--- src/hw/rtl/hkr_pkg.sv ---
// ----------------------------------------------------------------------------
// hkr_pkg
// Shared constants and types for the 2x2 Hill key recovery / encrypt core.
// ----------------------------------------------------------------------------
package hkr_pkg;

  localparam int unsigned LETTER_W    = 5;
  localparam int unsigned MODULUS_DEF = 26;
  localparam int unsigned N_LETTERS   = 8;

  localparam logic REQ_RECOVER = 1'b0;
  localparam logic REQ_ENCRYPT = 1'b1;

  typedef enum logic [2:0] {
    S_IDLE,
    S_RED,
    S_DET,
    S_INV,
    S_PINV,
    S_KEY,
    S_ENC,
    S_DONE
  } hkr_state_e;

endpackage

--- src/hw/rtl/hkr_chan_if.sv ---
// ----------------------------------------------------------------------------
// hkr_chan_if
// Request and response channels of the Hill key recovery / encrypt core.
// ----------------------------------------------------------------------------
interface hkr_req_if;
  logic                          valid;
  logic                          ready;
  logic                          req_type;
  logic [hkr_pkg::LETTER_W-1:0]  plain_0;
  logic [hkr_pkg::LETTER_W-1:0]  plain_1;
  logic [hkr_pkg::LETTER_W-1:0]  plain_2;
  logic [hkr_pkg::LETTER_W-1:0]  plain_3;
  logic [hkr_pkg::LETTER_W-1:0]  cipher_0;
  logic [hkr_pkg::LETTER_W-1:0]  cipher_1;
  logic [hkr_pkg::LETTER_W-1:0]  cipher_2;
  logic [hkr_pkg::LETTER_W-1:0]  cipher_3;

  modport source (
    output valid, req_type, plain_0, plain_1, plain_2, plain_3,
           cipher_0, cipher_1, cipher_2, cipher_3,
    input  ready
  );
  modport sink (
    input  valid, req_type, plain_0, plain_1, plain_2, plain_3,
           cipher_0, cipher_1, cipher_2, cipher_3,
    output ready
  );
endinterface

interface hkr_rsp_if;
  logic                          valid;
  logic                          ready;
  logic                          ok;
  logic [hkr_pkg::LETTER_W-1:0]  key_00;
  logic [hkr_pkg::LETTER_W-1:0]  key_01;
  logic [hkr_pkg::LETTER_W-1:0]  key_10;
  logic [hkr_pkg::LETTER_W-1:0]  key_11;
  logic [hkr_pkg::LETTER_W-1:0]  out_letter_0;
  logic [hkr_pkg::LETTER_W-1:0]  out_letter_1;

  modport source (
    output valid, ok, key_00, key_01, key_10, key_11, out_letter_0, out_letter_1,
    input  ready
  );
  modport sink (
    input  valid, ok, key_00, key_01, key_10, key_11, out_letter_0, out_letter_1,
    output ready
  );
endinterface

--- src/hw/rtl/hill2x2_key_recovery_and_encrypt_core.sv ---
// ----------------------------------------------------------------------------
// hill2x2_key_recovery_and_encrypt_core
// 2x2 Hill cipher key recovery from a known pair, and digraph encryption.
// ----------------------------------------------------------------------------
// Usage:
//   req_i carries one transaction per item. req_type 0 recovers the key from
//   four plaintext and four ciphertext letters; req_type 1 encrypts
//   (plain_0, plain_1) with the stored key. rsp_o returns one transaction per
//   item: ok, the stored key and the two output letters.
//   Every step runs on one shared (a*b + c) mod MODULUS unit with a
//   four-stage pipeline; a step issues only once the last result is back, so steps are serial.
//   Encrypt: 6 steps.
//   Recover: 22 steps plus one step per inverse candidate tried
//   (1 to MODULUS-1); a singular matrix stops after the search with ok low
//   and the key untouched.
//   req_i.ready is high only while no item is in work; a new item may be
//   accepted while the previous response still waits on rsp_o.
//   A stalled rsp_o holds its transaction; the next result waits for it.
//   Reset clears the key to zeros and drops rsp_o.valid.
// ----------------------------------------------------------------------------
module hill2x2_key_recovery_and_encrypt_core #(
  parameter int unsigned MODULUS = hkr_pkg::MODULUS_DEF
) (
  input  logic       clk_i,
  input  logic       rst_ni,
  hkr_req_if.sink    req_i,
  hkr_rsp_if.source  rsp_o
);

  localparam int unsigned LW = hkr_pkg::LETTER_W;
  localparam int unsigned RW = $clog2(MODULUS);
  localparam int unsigned AW = (RW > LW) ? RW : LW;
  localparam int unsigned CW = (RW > 3) ? RW : 3;
  localparam logic [RW:0]    MOD_W    = (RW + 1)'(MODULUS);
  localparam logic [CW-1:0]  INV_LAST = CW'(MODULUS - 1);
  localparam logic [RW-1:0]  RES_ONE  = RW'(1);

  function automatic logic [RW-1:0] neg_mod(input logic [RW-1:0] v);
    logic [RW:0] d;
    d = MOD_W - {1'b0, v};
    return (v == '0) ? '0 : d[RW-1:0];
  endfunction

  function automatic logic [LW-1:0] to_letter(input logic [RW-1:0] v);
    logic [AW-1:0] e;
    e = AW'(v);
    return e[LW-1:0];
  endfunction

  hkr_pkg::hkr_state_e state_q, state_d;
  logic [CW-1:0]          idx_q, idx_d;
  logic                   wait_q, wait_d;
  logic                   req_q, req_d;
  logic [7:0][LW-1:0]     raw_q, raw_d;
  logic [3:0][RW-1:0]     p_q, p_d;
  logic [3:0][RW-1:0]     c_q, c_d;
  logic [3:0][RW-1:0]     pi_q, pi_d;
  logic [3:0][RW-1:0]     key_q, key_d;
  logic [RW-1:0]          t_q, t_d;
  logic [RW-1:0]          det_q, det_d;
  logic [RW-1:0]          di_q, di_d;
  logic [RW-1:0]          o0_q, o0_d;
  logic [RW-1:0]          o1_q, o1_d;
  logic                   ok_q, ok_d;

  logic                   rsp_valid_q, rsp_valid_d;
  logic                   rsp_ok_q, rsp_ok_d;
  logic [3:0][LW-1:0]     rsp_key_q, rsp_key_d;
  logic [LW-1:0]          rsp_l0_q, rsp_l0_d;
  logic [LW-1:0]          rsp_l1_q, rsp_l1_d;

  logic                   mm_valid, mm_rvalid;
  logic [AW-1:0]          mm_a, mm_b, mm_c;
  logic [RW-1:0]          mm_r;
  logic                   in_acc;

  hkr_mulmod #(
    .MODULUS (MODULUS)
  ) u_mulmod (
    .clk_i   (clk_i),
    .rst_ni  (rst_ni),
    .valid_i (mm_valid),
    .a_i     (mm_a),
    .b_i     (mm_b),
    .c_i     (mm_c),
    .valid_o (mm_rvalid),
    .r_o     (mm_r)
  );

  assign req_i.ready = (state_q == hkr_pkg::S_IDLE);
  assign in_acc      = req_i.valid && req_i.ready;

  // operand select
  always_comb begin
    mm_a = '0;
    mm_b = '0;
    mm_c = '0;
    unique case (state_q)
      hkr_pkg::S_RED: begin
        mm_a = AW'(raw_q[idx_q[2:0]]);
        mm_b = AW'(1);
      end
      hkr_pkg::S_DET: begin
        if (!idx_q[0]) begin
          mm_a = AW'(p_q[1]);
          mm_b = AW'(p_q[2]);
        end else begin
          mm_a = AW'(p_q[0]);
          mm_b = AW'(p_q[3]);
          mm_c = AW'(neg_mod(t_q));
        end
      end
      hkr_pkg::S_INV: begin
        mm_a = AW'(det_q);
        mm_b = AW'(idx_q[RW-1:0]);
      end
      hkr_pkg::S_PINV: begin
        mm_a = AW'(di_q);
        case (idx_q[1:0])
          2'd0:    mm_b = AW'(p_q[3]);
          2'd1:    mm_b = AW'(neg_mod(p_q[1]));
          2'd2:    mm_b = AW'(neg_mod(p_q[2]));
          default: mm_b = AW'(p_q[0]);
        endcase
      end
      hkr_pkg::S_KEY: begin
        mm_a = AW'(pi_q[{idx_q[2], ~idx_q[0]}]);
        mm_b = AW'(c_q[{~idx_q[0], idx_q[1]}]);
        mm_c = idx_q[0] ? AW'(t_q) : '0;
      end
      hkr_pkg::S_ENC: begin
        mm_a = idx_q[0] ? AW'(p_q[0]) : AW'(p_q[1]);
        mm_b = AW'(key_q[{~idx_q[0], idx_q[1]}]);
        mm_c = idx_q[0] ? AW'(t_q) : '0;
      end
      default: ;
    endcase
  end

  // sequencer
  always_comb begin
    state_d     = state_q;
    idx_d       = idx_q;
    wait_d      = wait_q;
    req_d       = req_q;
    raw_d       = raw_q;
    p_d         = p_q;
    c_d         = c_q;
    pi_d        = pi_q;
    key_d       = key_q;
    t_d         = t_q;
    det_d       = det_q;
    di_d        = di_q;
    o0_d        = o0_q;
    o1_d        = o1_q;
    ok_d        = ok_q;
    rsp_valid_d = rsp_valid_q;
    rsp_ok_d    = rsp_ok_q;
    rsp_key_d   = rsp_key_q;
    rsp_l0_d    = rsp_l0_q;
    rsp_l1_d    = rsp_l1_q;
    mm_valid    = 1'b0;

    if (rsp_valid_q && rsp_o.ready) begin
      rsp_valid_d = 1'b0;
    end

    unique case (state_q)
      hkr_pkg::S_IDLE: begin
        if (in_acc) begin
          req_d   = req_i.req_type;
          raw_d   = {req_i.cipher_3, req_i.cipher_2, req_i.cipher_1, req_i.cipher_0,
                     req_i.plain_3, req_i.plain_2, req_i.plain_1, req_i.plain_0};
          o0_d    = '0;
          o1_d    = '0;
          idx_d   = '0;
          wait_d  = 1'b0;
          state_d = hkr_pkg::S_RED;
        end
      end
      hkr_pkg::S_DONE: begin
        if (!rsp_valid_q || rsp_o.ready) begin
          rsp_valid_d = 1'b1;
          rsp_ok_d    = ok_q;
          for (int k = 0; k < 4; k++) begin
            rsp_key_d[k] = to_letter(key_q[k]);
          end
          rsp_l0_d    = to_letter(o0_q);
          rsp_l1_d    = to_letter(o1_q);
          state_d     = hkr_pkg::S_IDLE;
        end
      end
      default: begin
        if (!wait_q) begin
          mm_valid = 1'b1;
          wait_d   = 1'b1;
        end else if (mm_rvalid) begin
          wait_d = 1'b0;
          idx_d  = idx_q + CW'(1);
          unique case (state_q)
            hkr_pkg::S_RED: begin
              if (!idx_q[2]) begin
                p_d[idx_q[1:0]] = mm_r;
              end else begin
                c_d[idx_q[1:0]] = mm_r;
              end
              if (req_q == hkr_pkg::REQ_ENCRYPT && idx_q == CW'(1)) begin
                idx_d   = '0;
                state_d = hkr_pkg::S_ENC;
              end else if (idx_q == CW'(7)) begin
                idx_d   = '0;
                state_d = hkr_pkg::S_DET;
              end
            end
            hkr_pkg::S_DET: begin
              if (!idx_q[0]) begin
                t_d = mm_r;
              end else begin
                det_d   = mm_r;
                idx_d   = CW'(1);
                state_d = hkr_pkg::S_INV;
              end
            end
            hkr_pkg::S_INV: begin
              if (mm_r == RES_ONE) begin
                di_d    = idx_q[RW-1:0];
                idx_d   = '0;
                state_d = hkr_pkg::S_PINV;
              end else if (idx_q == INV_LAST) begin
                ok_d    = 1'b0;
                state_d = hkr_pkg::S_DONE;
              end
            end
            hkr_pkg::S_PINV: begin
              pi_d[idx_q[1:0]] = mm_r;
              if (idx_q == CW'(3)) begin
                idx_d   = '0;
                state_d = hkr_pkg::S_KEY;
              end
            end
            hkr_pkg::S_KEY: begin
              if (!idx_q[0]) begin
                t_d = mm_r;
              end else begin
                key_d[idx_q[2:1]] = mm_r;
              end
              if (idx_q == CW'(7)) begin
                ok_d    = 1'b1;
                state_d = hkr_pkg::S_DONE;
              end
            end
            hkr_pkg::S_ENC: begin
              case (idx_q[1:0])
                2'd1:    o0_d = mm_r;
                2'd3:    o1_d = mm_r;
                default: t_d  = mm_r;
              endcase
              if (idx_q == CW'(3)) begin
                ok_d    = 1'b1;
                state_d = hkr_pkg::S_DONE;
              end
            end
            default: ;
          endcase
        end
      end
    endcase
  end

  always_ff @(posedge clk_i or negedge rst_ni) begin
    if (!rst_ni) begin
      state_q     <= hkr_pkg::S_IDLE;
      idx_q       <= '0;
      wait_q      <= 1'b0;
      key_q       <= '0;
      rsp_valid_q <= 1'b0;
    end else begin
      state_q     <= state_d;
      idx_q       <= idx_d;
      wait_q      <= wait_d;
      key_q       <= key_d;
      rsp_valid_q <= rsp_valid_d;
    end
  end

  always_ff @(posedge clk_i) begin
    req_q     <= req_d;
    raw_q     <= raw_d;
    p_q       <= p_d;
    c_q       <= c_d;
    pi_q      <= pi_d;
    t_q       <= t_d;
    det_q     <= det_d;
    di_q      <= di_d;
    o0_q      <= o0_d;
    o1_q      <= o1_d;
    ok_q      <= ok_d;
    rsp_ok_q  <= rsp_ok_d;
    rsp_key_q <= rsp_key_d;
    rsp_l0_q  <= rsp_l0_d;
    rsp_l1_q  <= rsp_l1_d;
  end

  assign rsp_o.valid        = rsp_valid_q;
  assign rsp_o.ok           = rsp_ok_q;
  assign rsp_o.key_00       = rsp_key_q[0];
  assign rsp_o.key_01       = rsp_key_q[1];
  assign rsp_o.key_10       = rsp_key_q[2];
  assign rsp_o.key_11       = rsp_key_q[3];
  assign rsp_o.out_letter_0 = rsp_l0_q;
  assign rsp_o.out_letter_1 = rsp_l1_q;

  // a unit result only ever answers an issued step
  a_result_expected: assert property (@(posedge clk_i) disable iff (!rst_ni)
    mm_rvalid |-> wait_q)
    else $error("mulmod result with no step in flight");

  a_accept_starts: assert property (@(posedge clk_i) disable iff (!rst_ni)
    in_acc |=> (state_q == hkr_pkg::S_RED))
    else $error("accepted transaction did not start reduction");

  a_key_only_in_key_phase: assert property (@(posedge clk_i) disable iff (!rst_ni)
    (state_q != hkr_pkg::S_KEY) |=> $stable(key_q))
    else $error("key changed outside key phase");

  a_fail_no_letters: assert property (@(posedge clk_i) disable iff (!rst_ni)
    (rsp_o.valid && !rsp_o.ok) |-> (rsp_o.out_letter_0 == '0 && rsp_o.out_letter_1 == '0))
    else $error("failed recovery with nonzero output letters");

endmodule

--- src/hw/rtl/hkr_mulmod.sv ---
// ----------------------------------------------------------------------------
// hkr_mulmod
// Four-stage (a*b + c) mod MODULUS unit, reciprocal-multiply reduction.
// ----------------------------------------------------------------------------
module hkr_mulmod #(
  parameter int unsigned MODULUS = hkr_pkg::MODULUS_DEF
) (
  input  logic                clk_i,
  input  logic                rst_ni,
  input  logic                valid_i,
  input  logic [((($clog2(MODULUS)) > hkr_pkg::LETTER_W) ? $clog2(MODULUS)
                 : hkr_pkg::LETTER_W)-1:0] a_i,
  input  logic [((($clog2(MODULUS)) > hkr_pkg::LETTER_W) ? $clog2(MODULUS)
                 : hkr_pkg::LETTER_W)-1:0] b_i,
  input  logic [((($clog2(MODULUS)) > hkr_pkg::LETTER_W) ? $clog2(MODULUS)
                 : hkr_pkg::LETTER_W)-1:0] c_i,
  output logic                valid_o,
  output logic [$clog2(MODULUS)-1:0] r_o
);

  localparam int unsigned RW = $clog2(MODULUS);
  localparam int unsigned AW = (RW > hkr_pkg::LETTER_W) ? RW : hkr_pkg::LETTER_W;
  localparam int unsigned XW = 2 * AW + 1;
  localparam int unsigned PW = 2 * XW;
  localparam longint unsigned RECIP_L = (64'd1 << XW) / MODULUS;
  localparam logic [XW-1:0] RECIP = XW'(RECIP_L);
  localparam logic [XW-1:0] MOD_X = XW'(MODULUS);

  logic [3:0]    v_q;
  logic [XW-1:0] x1_q, x2_q, x3_q;
  logic [PW-1:0] xr_q;
  logic [XW-1:0] qm_q;
  logic [XW-1:0] rem_d, rem_c;
  logic [RW-1:0] r_q;

  always_ff @(posedge clk_i or negedge rst_ni) begin
    if (!rst_ni) begin
      v_q <= '0;
    end else begin
      v_q <= {v_q[2:0], valid_i};
    end
  end

  always_comb begin
    rem_d = x3_q - qm_q;
    rem_c = (rem_d >= MOD_X) ? (rem_d - MOD_X) : rem_d;
  end

  always_ff @(posedge clk_i) begin
    x1_q <= XW'(a_i) * XW'(b_i) + XW'(c_i);
    xr_q <= PW'(x1_q) * PW'(RECIP);
    x2_q <= x1_q;
    qm_q <= xr_q[PW-1:XW] * MOD_X;
    x3_q <= x2_q;
    r_q  <= rem_c[RW-1:0];
  end

  assign valid_o = v_q[3];
  assign r_o     = r_q;

endmodule
--- src/flat_wrapper.sv ---
// flat-port wrapper written by rule: the top's interface ports become plain ports
module hill2x2_key_recovery_and_encrypt_core_flat 
#(
  parameter int unsigned MODULUS = hkr_pkg::MODULUS_DEF
)
  (clk_i, rst_ni, req_i_valid, req_i_req_type, req_i_plain_0, req_i_plain_1, req_i_plain_2, req_i_plain_3, req_i_cipher_0, req_i_cipher_1, req_i_cipher_2, req_i_cipher_3, req_i_ready, rsp_o_valid, rsp_o_ok, rsp_o_key_00, rsp_o_key_01, rsp_o_key_10, rsp_o_key_11, rsp_o_out_letter_0, rsp_o_out_letter_1, rsp_o_ready);
  hkr_req_if req_i_i ();
  hkr_rsp_if rsp_o_i ();
  input  logic clk_i;
  input  logic rst_ni;
  input wire logic [$bits(req_i_i.valid)-1:0] req_i_valid;
  input wire logic [$bits(req_i_i.req_type)-1:0] req_i_req_type;
  input wire logic [$bits(req_i_i.plain_0)-1:0] req_i_plain_0;
  input wire logic [$bits(req_i_i.plain_1)-1:0] req_i_plain_1;
  input wire logic [$bits(req_i_i.plain_2)-1:0] req_i_plain_2;
  input wire logic [$bits(req_i_i.plain_3)-1:0] req_i_plain_3;
  input wire logic [$bits(req_i_i.cipher_0)-1:0] req_i_cipher_0;
  input wire logic [$bits(req_i_i.cipher_1)-1:0] req_i_cipher_1;
  input wire logic [$bits(req_i_i.cipher_2)-1:0] req_i_cipher_2;
  input wire logic [$bits(req_i_i.cipher_3)-1:0] req_i_cipher_3;
  output wire logic [$bits(req_i_i.ready)-1:0] req_i_ready;
  output wire logic [$bits(rsp_o_i.valid)-1:0] rsp_o_valid;
  output wire logic [$bits(rsp_o_i.ok)-1:0] rsp_o_ok;
  output wire logic [$bits(rsp_o_i.key_00)-1:0] rsp_o_key_00;
  output wire logic [$bits(rsp_o_i.key_01)-1:0] rsp_o_key_01;
  output wire logic [$bits(rsp_o_i.key_10)-1:0] rsp_o_key_10;
  output wire logic [$bits(rsp_o_i.key_11)-1:0] rsp_o_key_11;
  output wire logic [$bits(rsp_o_i.out_letter_0)-1:0] rsp_o_out_letter_0;
  output wire logic [$bits(rsp_o_i.out_letter_1)-1:0] rsp_o_out_letter_1;
  input wire logic [$bits(rsp_o_i.ready)-1:0] rsp_o_ready;
  assign req_i_i.valid = req_i_valid;
  assign req_i_i.req_type = req_i_req_type;
  assign req_i_i.plain_0 = req_i_plain_0;
  assign req_i_i.plain_1 = req_i_plain_1;
  assign req_i_i.plain_2 = req_i_plain_2;
  assign req_i_i.plain_3 = req_i_plain_3;
  assign req_i_i.cipher_0 = req_i_cipher_0;
  assign req_i_i.cipher_1 = req_i_cipher_1;
  assign req_i_i.cipher_2 = req_i_cipher_2;
  assign req_i_i.cipher_3 = req_i_cipher_3;
  assign req_i_ready = req_i_i.ready;
  assign rsp_o_valid = rsp_o_i.valid;
  assign rsp_o_ok = rsp_o_i.ok;
  assign rsp_o_key_00 = rsp_o_i.key_00;
  assign rsp_o_key_01 = rsp_o_i.key_01;
  assign rsp_o_key_10 = rsp_o_i.key_10;
  assign rsp_o_key_11 = rsp_o_i.key_11;
  assign rsp_o_out_letter_0 = rsp_o_i.out_letter_0;
  assign rsp_o_out_letter_1 = rsp_o_i.out_letter_1;
  assign rsp_o_i.ready = rsp_o_ready;
  hill2x2_key_recovery_and_encrypt_core #(.MODULUS(MODULUS)) u_core (.clk_i(clk_i), .rst_ni(rst_ni), .req_i(req_i_i), .rsp_o(rsp_o_i));
endmodule
--- config.mk ---
export PLATFORM = sky130hd
export DESIGN_NAME = hill2x2_key_recovery_and_encrypt_core_flat
export DESIGN_NICKNAME = d
export VERILOG_FILES = /design/src/hw/rtl/hkr_pkg.sv /design/src/hw/rtl/hkr_chan_if.sv /design/src/hw/rtl/hill2x2_key_recovery_and_encrypt_core.sv /design/src/hw/rtl/hkr_mulmod.sv /design/src/flat_wrapper.sv
export SDC_FILE = /design/constraint.sdc
export NUM_CORES = 1
export LEC_CHECK = 0
export BUFFER_PORTS_ARGS = -buffer_cell sky130_fd_sc_hd__clkbuf_2
export CAP_MARGIN = 20
export CORE_MARGIN = 3
export CORE_UTILIZATION = 45
export DETAILED_ROUTE_END_ITERATION = 16
export GPL_ROUTABILITY_DRIVEN = 0
export GPL_TIMING_DRIVEN = 0
export HOLD_SLACK_MARGIN = 0.03
export SLEW_MARGIN = 20
export SYNTH_ARGS = -nofsm -noshare
export SYNTH_HDL_FRONTEND = slang
export SYNTH_HIERARCHICAL = 1
export SYNTH_SLANG_ARGS = --single-unit
--- constraint.sdc ---
create_clock -name clk_i -period 8.5 [get_ports clk_i]
set_input_delay 0 -clock clk_i [delete_from_list [all_inputs] [get_ports clk_i]]
set_output_delay 0 -clock clk_i [all_outputs]
set_load 0.05 [all_outputs]
# ---- Yosys cells after proc, flatten, opt, wreduce, memory -nomap -nowiden
# Index checks and enable logic that the tools add are counted.
dict set report totals {
  reg_bits 257
  output_inout_bits 33
}
dict set report op_classes {
  n_addsub 7
  mul 3
  n_lt_le_gt_ge 8
  n_eq_ne 29
  mux 79
  bitwise 4
  n_reduce_logical 42
}
# cell n
set op_table {}
lappend op_table {{5-bit 2-to-1 mux} 32}
lappend op_table {{20-bit bitwise mux} 4}
lappend op_table {{5-bit one-hot mux with 2 select lines} 5}
lappend op_table {{3-bit 2-to-1 mux} 12}
lappend op_table {{5-bit binary-select mux with 2-bit select} 3}
lappend op_table {{5-bit one-hot mux with 6 select lines} 1}
lappend op_table {{5-bit one-hot mux with 5 select lines} 1}
lappend op_table {{5-bit AND reduction} 5}
lappend op_table {{5-bit demux with 2-bit select} 2}
lappend op_table {{5-bit one-hot mux with 4 select lines} 1}
lappend op_table {{3-bit one-hot mux with 6 select lines} 1}
lappend op_table {{6-bit AND reduction} 3}
lappend op_table {{11-bit by 6-bit multiplier with 17-bit output (second input constant)} 1}
lappend op_table {{5-bit binary-select mux with 3-bit select} 1}
lappend op_table {{5-bit logical NOT} 3}
lappend op_table {{5-bit one-hot mux with 3 select lines} 1}
lappend op_table {{5-bit subtractor (first input constant)} 3}
lappend op_table {{3-bit equality test (second input constant)} 4}
lappend op_table {{2-bit by 3-bit less-than comparator with 1-bit output (second input constant)} 4}
lappend op_table {{1-bit 2-to-1 mux} 12}
lappend op_table {{4-bit by 1-bit != test with 1-bit output (second input constant)} 3}
lappend op_table {{2-bit nonzero test} 6}
lappend op_table {{10-bit by 5-bit adder with 11-bit output} 1}
lappend op_table {{11-bit by 5-bit >= comparator with 1-bit output (second input constant)} 1}
lappend op_table {{other kinds (35)} 62}

# ---- Logic depth before layout (Yosys ltp)
# Gate-level depths: netlist of the first run.
dict set report depth {
  word_depth 7
  depth_mapped 21
  ltp_nobuf 21
}

# ---- Hierarchy
# The synthesis of the first run kept the hierarchy.
# mod instances cells_per_inst area_per_inst_um2
set modules_own_cells {}
lappend modules_own_cells {hill2x2_key_recovery_and_encrypt_core 1 545 8393.0}
lappend modules_own_cells {hkr_mulmod 1 427 4219.0}

# ---- Worst setup path after synthesis of the first run
# OpenSTA, ideal clock, no wires.
dict set report synth_path {
  kind {register to register}
  startpoint {register u_core.idx_q[0]}
  endpoint {register u_core.u_mulmod.x1_q[9]}
  arrival_time_ns 4.885
  required_time_ns 8.428
  slack_ns 3.543
  path_stages_with_launch 20
  path_cell_list {dfrtp_1 buf_2 buf_2 clkinv_1 ha_1 o21ai_0 a211oi_1 a2111oi_0 o21ai_0 and2_1 fa_1 inv_1 fa_1 fa_1 inv_1 ha_1 nor2b_1 o21a_1 o41ai_1 xnor2_1}
}
dict set report synth_between {
  elab_chain_cells 6
  elab_cells_between_ends 22
}
# element line_no
set synth_lines {}
lappend synth_lines {{start: declaration} hill2x2_key_recovery_and_encrypt_core.sv:51} ;# logic [CW-1:0] idx_q, idx_d;
lappend synth_lines {{start signal: assignment} hill2x2_key_recovery_and_encrypt_core.sv:279} ;# idx_q <= idx_d;
lappend synth_lines {{1-bit inverter} {hill2x2_key_recovery_and_encrypt_core.sv:128, hill2x2_key_recovery_and_encrypt_core.sv:133}}
lappend synth_lines {{5-bit binary-select mux with 2-bit select, on equally long branches} {hill2x2_key_recovery_and_encrypt_core.sv:133, hill2x2_key_recovery_and_encrypt_core.sv:128}}
lappend synth_lines {{5-bit 2-to-1 mux, on equally long branches} {hill2x2_key_recovery_and_encrypt_core.sv:133, hill2x2_key_recovery_and_encrypt_core.sv:128}}
lappend synth_lines {{5-bit one-hot mux with 6 select lines (*)} hill2x2_key_recovery_and_encrypt_core.sv:98} ;# unique case (state_q)
lappend synth_lines {{via u_core.mm_b[4]} hill2x2_key_recovery_and_encrypt_core.sv:73} ;# logic [AW-1:0] mm_a, mm_b, mm_c;
lappend synth_lines {{5-bit by 5-bit multiplier with 10-bit output (*)} hkr_mulmod.sv:50} ;# x1_q <= XW'(a_i) * XW'(b_i) + XW'(c_i);
lappend synth_lines {{10-bit by 5-bit adder with 11-bit output (*)} hkr_mulmod.sv:50}
lappend synth_lines {{end signal: assignment} hkr_mulmod.sv:50}
lappend synth_lines {{end: declaration} hkr_mulmod.sv:30} ;# logic [XW-1:0] x1_q, x2_q, x3_q;
# The timed path passes the listed nets; every way through them passes the cells marked *. The select of a mux whose other input is x is not followed.
# A chain may end at the register's enable or synchronous reset.

# ---- Worst setup path after layout of the first run
# Same ends and word-level chain as after synthesis.

==> summary.md, run 1 <==
| Metric | Value |
|---|---|
| Outcome | `complete, no violations` |
| RSZ-0062 raised after global routing | `false` |
| Total Routed Length | `27200 um` |
| Max_slew headroom | `roughly 28%` |
| Pre-Repair DR Iteration Count | `5` |
| Main synth FF type | `edfxtp_1` |
| Clock Skews | `14.7 ps` |
| Setup Viol. Count Final | `0` |
| Cells on worst reg2reg path | `19` |
| Initial Utilization | `46.3%` |
| Die Ht | `about 170 um` |
| Power Dens Cells | `171 nW/um^2` |
| Worst vdd ir | `0.161 mV` |
| # port buffers | `77` |
| Antenna violations before repair | `0` |
| Final slew viol count | `0` |
| Root buf cell | `clkbuf_16` |
| CTS tree | `built` |
| Vias per std cell | `5.29` |
| Routed len/inst | `17.9 um` |
| Async set or reset register ratio after synthesis | `between 10% and 20%` |
| Largest cells by area after synthesis | `edfxtp_1 (38%), dfxtp_1 (8.7%), ha_1 (8.1%)` |
| CP Class | `flop to flop` |
| Worst slack, placed | `around 2200 ps` |
| Die X | `173 um` |
| Core area | `27300 um^2` |
| Worst Path Required | `~9000 ps` |
| IO Count | `78` |
| F_max | `161 MHz` |
| Fin area | `between 10000 and 15000 um^2` |
| Synthesized flop and latch total | `~250` |
| Initial DRC count | `755` |
| Final nets | `1287` |
| CTS clk-pin slew, worst paths | `roughly 60 ps` |
| Global-route wire length before repair | `approximately 44000 um` |
| Die ar. | `between 30000 and 40000 um^2` |
| CTS Buf Count | `27` |
| CTS Buffer Depth | `3` |
| Fill cells | `roughly 2300` |
| Setup TNS | `0 ps` |
| Max_cap viols | `0` |
| Post-synth top cells | `edfxtp_1 (158), inv_1 (118), ha_1 (82)` |
| Via count | `8023` |
| Utilization after layout | `54.9%` |
| H-tree Lvls | `1` |
| Worst EP arrival | `6670 ps` |
| Slew of the pin with the lowest slew margin | `1060 ps` |
| Synth Cell Area | `around 13000 um^2` |
| Post-synth top area share | `37.6%` |
| Post-synth cell types | `92` |
| Syn Inst Count | `972` |
| Post-synthesis average cell area | `13.0 um^2` |
| Final Hold Fails | `0` |
| Share of cells above drive strength 1 | `19.9%` |
| Worst-Skew Late Latency | `between 500 and 600 ps` |
| Vias in the first global route | `roughly 8000` |
| CP Capture Type | `flop` |
| HPWL after detailed placement | `19300 um` |
| Largest net degree at the start of global routing | `36` |
| GRT Util Overall | `18.2%` |
| Grt total ovfl | `0` |
| Row Count | `60` |
| Setup WS post-layout | `roughly 2300 ps` |
| Top-count cell post-synth | `edfxtp_1` |
| Leakage power | `6.24 nW` |
| Biggest area consumer among synthesized cells | `edfxtp_1` |
| Placed inst area | `~14000 um^2` |
| DRC | `0` |
| Register area share after synthesis | `53.1%` |
| Final hold slack | `128 ps` |
| Setup crit start kind | `flop` |
| Tmin final | `around 6200 ps` |
| Worst Path Max Fanout | `10` |
| Sink Count | `247` |
| Worst Hold Class | `input port to async pin` |
| EDFF count, synth | `about 160` |
| Diodes inserted | `0` |
| Synth-to-Final Area Change | `18.6%` |
| Post-route ant nets | `0` |
| Period utilization | `73.2%` |
| Synthesis Warnings | `6` |
| Post-Syn Nets | `1134` |
area by class of cell:
type | count | area, um^2 | share of cell area, %
inverters | 122 | 458 | 3.06
repair buffers | 124 | 878 | 5.87
flip-flops and latches | 247 | 6700 | 44.8
clock inverters | 18 | 279 | 1.87
multi-input cells | 574 | 5250 | 35.1
plain buffers | 29 | 221 | 1.48
clock buffers | 31 | 701 | 4.69
well taps | 372 | 465 | 3.11
power breakdown:
group          internal, mW  leakage (nW)          switching, mW
combinational        0.0201          3.42                0.00956
sequential             1.27          2.36  0.0000000000000000379
clock                 0.803         0.464                  0.458
placed cells by master, fill, tap and decap left out, types with 12 or more instances in the layout:
cell type / synthesis / layout
a21oi_1: 39 / 38
and2_1: 25 / 25
buf_2: 12 / 12
clkbuf_16: 0 / 27
clkbuf_2: 0 / 78
dfrtp_1: 34 / 34
dfxtp_1: 55 / 55
dlygate4sd3_1: 0 / 44
edfxtp_1: 158 / 158
fa_1: 35 / 35
ha_1: 82 / 82
inv_1: 118 / 117
mux2_2: 24 / 24
mux2i_1: 16 / 16
mux4_2: 25 / 25
nand2_1: 40 / 40
nand3_1: 13 / 13
nor2_1: 43 / 43
nor3_1: 12 / 12
o21ai_0: 33 / 33
xnor2_1: 20 / 20
registers in the layout, summed over array words and instances, names as in the netlist, 7 cells and up:
signal,cells
u_core/raw_q,40
u_core/c_q,20
u_core/key_q,20
u_core/p_q,20
u_core/pi_q,20
u_core/u_mulmod/x1_q,11
u_core/u_mulmod/x2_q,11
u_core/u_mulmod/x3_q,11
u_core/u_mulmod/qm_q,10
u_core/u_mulmod/xr_q,7
logic make-up (layout without fill, tap and decap cells):
family	count (synthesis)	in the layout	synth area share, %
buffers and inverters	151	324	5.39
flip-flops	247	247	53.1
AND/OR/NAND/NOR	199	199	8.70
AO/OA/AOI/OAI	163	163	9.04
multiplexers	67	67	8.09
XOR/XNOR	28	28	2.00
adder cells (fa/ha/maj)	117	117	13.7
through the flow:
stage	std cells	power, mW
2_1_floorplan	972	1.29
3_3_place_gp	1421	1.31
3_5_place_dp	1423	1.31
4_1_cts	1516	2.59
5_1_grt	1517	2.64
6_report	1517	2.56
worst max-delay path: stages, from the launching register on:
cell and delay, ps:
dfrtp_1 410, buf_2 240, buf_2 400, clkinv_1 490, ha_1 460, o21ai_0 110, a211oi_1 80, a2111oi_0 420
o21ai_0 420, and2_1 320, fa_1 540, inv_1 60, fa_1 500, fa_1 540, inv_1 40, ha_1 320
nor2b_1 140, o21a_1 180, o41ai_1 300, xnor2_1 160
metal layers:
| metal | part of all wire [%] | vias up | GRT usage (%) |
|---|---|---|---|
| li1 | - | 3822 | - |
| met1 | 45 | 3868 | 26.2 |
| met2 | 45 | 283 | 28.4 |
| met3 | 7.5 | 50 | 3.59 |
| met4 | 2.5 | 0 | 5.07 |
| met5 | 0 | - | 0 |
path summary, 6_finish.rpt:
check / startpoint / to / slack (ps)
max: u_core/idx_q[0]$_DFFE_PN0P_ / u_core/u_mulmod/x1_q[9]$_DFF_P_ / 2280
min: rst_ni / u_core/key_q[19]$_DFFE_PN0P_ / 130
max reg2reg: u_core/idx_q[0]$_DFFE_PN0P_ / u_core/u_mulmod/x1_q[9]$_DFF_P_ / 2280
min reg2reg: u_core/u_mulmod/x2_q[2]$_DFF_P_ / u_core/u_mulmod/x3_q[2]$_DFF_P_ / 320
max in group asynchronous: rst_ni / u_core/state_q[2]$_DFFE_PN0P_ / 7810
min in group clk_i: req_i_plain_3[1] / u_core/raw_q[16]$_DFFE_PP_ / 190
repair_timing:
action,in CTS,in global routing
resized for setup,0,0
setup buffers,0,0
hold buffers,44,0
endpoints found under the hold margin,83,0
Note: power is estimated with default switching activity, not from simulation.
==> run 2: changes to the inputs <==
--- a/config.mk
+++ b/config.mk
@@ -5,6 +5,7 @@
 export SDC_FILE = /design/constraint.sdc
 export NUM_CORES = 1
 export LEC_CHECK = 0
+export ABC_AREA = 1
 export BUFFER_PORTS_ARGS = -buffer_cell sky130_fd_sc_hd__clkbuf_2
 export CAP_MARGIN = 20
 export CORE_MARGIN = 3
==> constraint.sdc (replaced) <==
create_clock -name clk_i -period 6.39 [get_ports clk_i]
set_input_delay 0 -clock clk_i [delete_from_list [all_inputs] [get_ports clk_i]]
set_output_delay 0 -clock clk_i [all_outputs]
set_load 0.05 [all_outputs]
==> summary.md, run 2 <==
| Metric | Value |
|---|---|
| WP buf/inv | `5` |
| Total Routed Length | `29100 um` |
| Main synth FF type | `edfxtp_1` |
| Pre-Repair DR Iteration Count | `7` |
| F_max | `176 MHz` |
| GRT Util Overall | `19.3%` |
| Most frequent cells in the layout | `nand2_1 (295), inv_1 (222), edfxtp_1 (158), nor2_1 (125), o21ai_0 (89)` |
| Die ar. | `roughly 31000 um^2` |
| HPWL after detailed placement | `between 20000 and 25000 um` |
| Fin area | `about 15000 um^2` |
| Via count | `9428` |
| Largest net degree at the start of global routing | `35` |
| Biggest register | `u_core/raw_q` |
| Synthesis Warnings | `6` |
| Row Count | `between 60 and 70` |
| IO Count | `78` |
| CTS Buf Count | `26` |
| Critical-path cell list | `buf_2 > inv_2 > buf_1 > ha_1 > inv_1 > a31oi_1 > nand3_1 > nand3_1 > nand2_1 > nand2_1 > nand2_1 > fa_1 > fa_1 > fa_1 > inv_1 > ha_1 > nand2_1 > o211ai_1 > a21oi_1 > o21ai_0 > xor2_1` |
| Async set or reset register ratio after synthesis | `13.8%` |
| Total power | `6.59 mW` |
| Final nets | `1668` |
| CTS tree | `built` |
| H-tree Lvls | `1` |
| CP Capture Type | `flop` |
| Leakage power | `~7 nW` |
| Worst Path Required | `6850 ps` |
| Max reg flops | `40` |
| Outcome | `complete, no violations` |
| RSZ-0062 raised after global routing | `false` |
| Fill cells | `2526` |
| Max_slew headroom | `27.5%` |
| CP Class | `flop to flop` |
| Worst Path Max Fanout | `11` |
| Post-synth top area share | `36.9%` |
| Register area share after synthesis | `between 50 and 60%` |
| Setup crit start kind | `flop` |
| Core area | `27900 um^2` |
| Global-route wire length before repair | `47500 um` |
| Period utilization | `89.1%` |
| Synth-to-Final Area Change | `17.9%` |
| Antenna violations before repair | `0` |
| Top delay family on crit path | `adder cells` |
| CTS clk-pin slew, worst paths | `70 ps` |
| Grt total ovfl | `0` |
| Setup Viol. Count Final | `0` |
| Initial Utilization | `around 46%` |
| Worst-Skew Late Latency | `560 ps` |
| Power Dens Cells | `435 nW/um^2` |
| Seq pwr share | `approximately a third` |
| Synth Cell Area | `12900 um^2` |
| Slowest CP cell | `buf_1` |
| Vias per std cell | `4.95` |
| Clk network pwr share | `24.5%` |
| Switching Share | `40.5%` |
| Worst vdd ir | `0.206 mV` |
| Post-Syn Nets | `around 1500` |
| Post-cts hold buffer count | `44` |
| Most common cell after layout, fill and taps aside | `nand2_1` |
| Largest cells by area after synthesis | `edfxtp_1 (37%), nand2_1 (8.6%), dfxtp_1 (8.6%)` |
| Post-synth cell types | `42` |
| Worst EP arrival | `roughly 6000 ps` |
| Post-route ant nets | `0` |
| Syn Inst Count | `roughly 1400` |
| Max_cap viols | `0` |
| Crit path top cell by count | `nand2_1` |
| Die Ht | `175 um` |
| Biggest area consumer among synthesized cells | `edfxtp_1` |
| Final slew viol count | `0` |
| # port buffers | `77` |
| Root buf cell | `clkbuf_16` |
| Final Hold Fails | `0` |
| Post-synthesis average cell area | `9.49 um^2` |
| Diodes inserted | `0` |
| EDFF count, synth | `roughly 160` |
| Worst Hold Class | `input port to async pin` |
| Switching power total | `2.67 mW` |
| Pint | `3.92 mW` |
| Post-CTS Setup Bufs | `0` |
| Cts repair resizes | `0` |
| Setup TNS | `0 ps` |
| Tmin final | `5690 ps` |
| Routed len/inst | `between 15 and 20 um` |
| CTS Buffer Depth | `3` |
| Slew of the pin with the lowest slew margin | `between 1000 and 1500 ps` |
| CP max stage delay | `550 ps` |
| Initial DRC count | `745` |
| Comb power frac | `40.8%` |
| Post-synth top cells | `nand2_1 (295), inv_1 (222), edfxtp_1 (158)` |
| Vias in the first global route | `~9200` |
| Clock Skews | `roughly 33 ps` |
| Die X | `175 um` |
| Top-count cell post-synth | `nand2_1` |
| Synthesized flop and latch total | `247` |
| DRC | `0` |
| Share of cells above drive strength 1 | `11.1%` |
| Sink Count | `247` |
| Placed inst area | `13800 um^2` |
-- run 2: cell families (layout without fill, tap and decap cells) --
| family | Yosys count | count (layout) | synth area share (%) |
|---|---|---|---|
| XOR/XNOR | 23 | 23 | 1.57 |
| flip-flops | 247 | 247 | 52.1 |
| buffers and inverters | 250 | 421 | 7.45 |
| AO/OA/AOI/OAI | 189 | 189 | 7.89 |
| AND/OR/NAND/NOR | 529 | 529 | 17.6 |
| adder cells (fa/ha/maj) | 117 | 117 | 13.4 |
-- run 2: power groups by stage --
stage	combinational [mW]	clock, mW	sequential [mW]
detailed placement	2.67	0	2.32
global route	3.11	1.71	2.32
floorplan	1.97	0	2.28
CTS	2.71	1.65	2.29
global placement	2.60	0	2.32
finish	2.69	1.61	2.28
-- run 2: through the flow --
stage          cells  worst slack [ps]  utilization [%]  hold slack (ps)
6_report        1904               697             54.3             93.9
5_1_grt         1904               253             54.3              152
4_1_cts         1904               730             54.3              105
3_5_place_dp    1812               759             49.3              159
3_3_place_gp    1810               798             49.1              151
2_1_floorplan   1355              1740                -             -296
-- run 2: layout make-up --
class,count,area [um^2],share of cell area [%]
Clock inverter,16,229,1.51
Tap cell,378,473,3.12
Inverter,226,848,5.60
Clock buffer,32,714,4.71
Buffer,24,109,0.718
Multi-Input combinational cell,858,5220,34.4
Timing Repair Buffer,123,873,5.76
Sequential cell,247,6700,44.2
-- run 2: path summary, 6_finish.rpt --
kind | from | endpoint | slack [ps] | cells past startpoint
hold reg to reg | u_core/u_mulmod/x2_q[8]$_DFF_P_ | u_core/u_mulmod/x3_q[8]$_DFF_P_ | 330 | 0
max in group asynchronous | rst_ni | u_core/rsp_o.valid$_DFF_PN0_ | 5710 | 2
setup / recovery | u_core/idx_q[0]$_DFFE_PN0P_ | u_core/u_mulmod/x1_q[8]$_DFF_P_ | 700 | 21
min in group clk_i | req_i_cipher_1[2] | u_core/raw_q[27]$_DFFE_PP_ | 150 | 2
setup reg to reg | u_core/idx_q[0]$_DFFE_PN0P_ | u_core/u_mulmod/x1_q[8]$_DFF_P_ | 700 | 21
hold / removal | rst_ni | u_core/key_q[10]$_DFFE_PN0P_ | 90 | 2
-- run 2: per-layer routing --
layer | track usage [%] | up-vias | part of all wire, %
met5 | 0 | - | 0
met4 | 4.12 | 0 | 1.7
met3 | 3.82 | 43 | 8.1
met2 | 30.4 | 307 | 44
met1 | 27.8 | 4360 | 46
li1 | - | 4718 | -
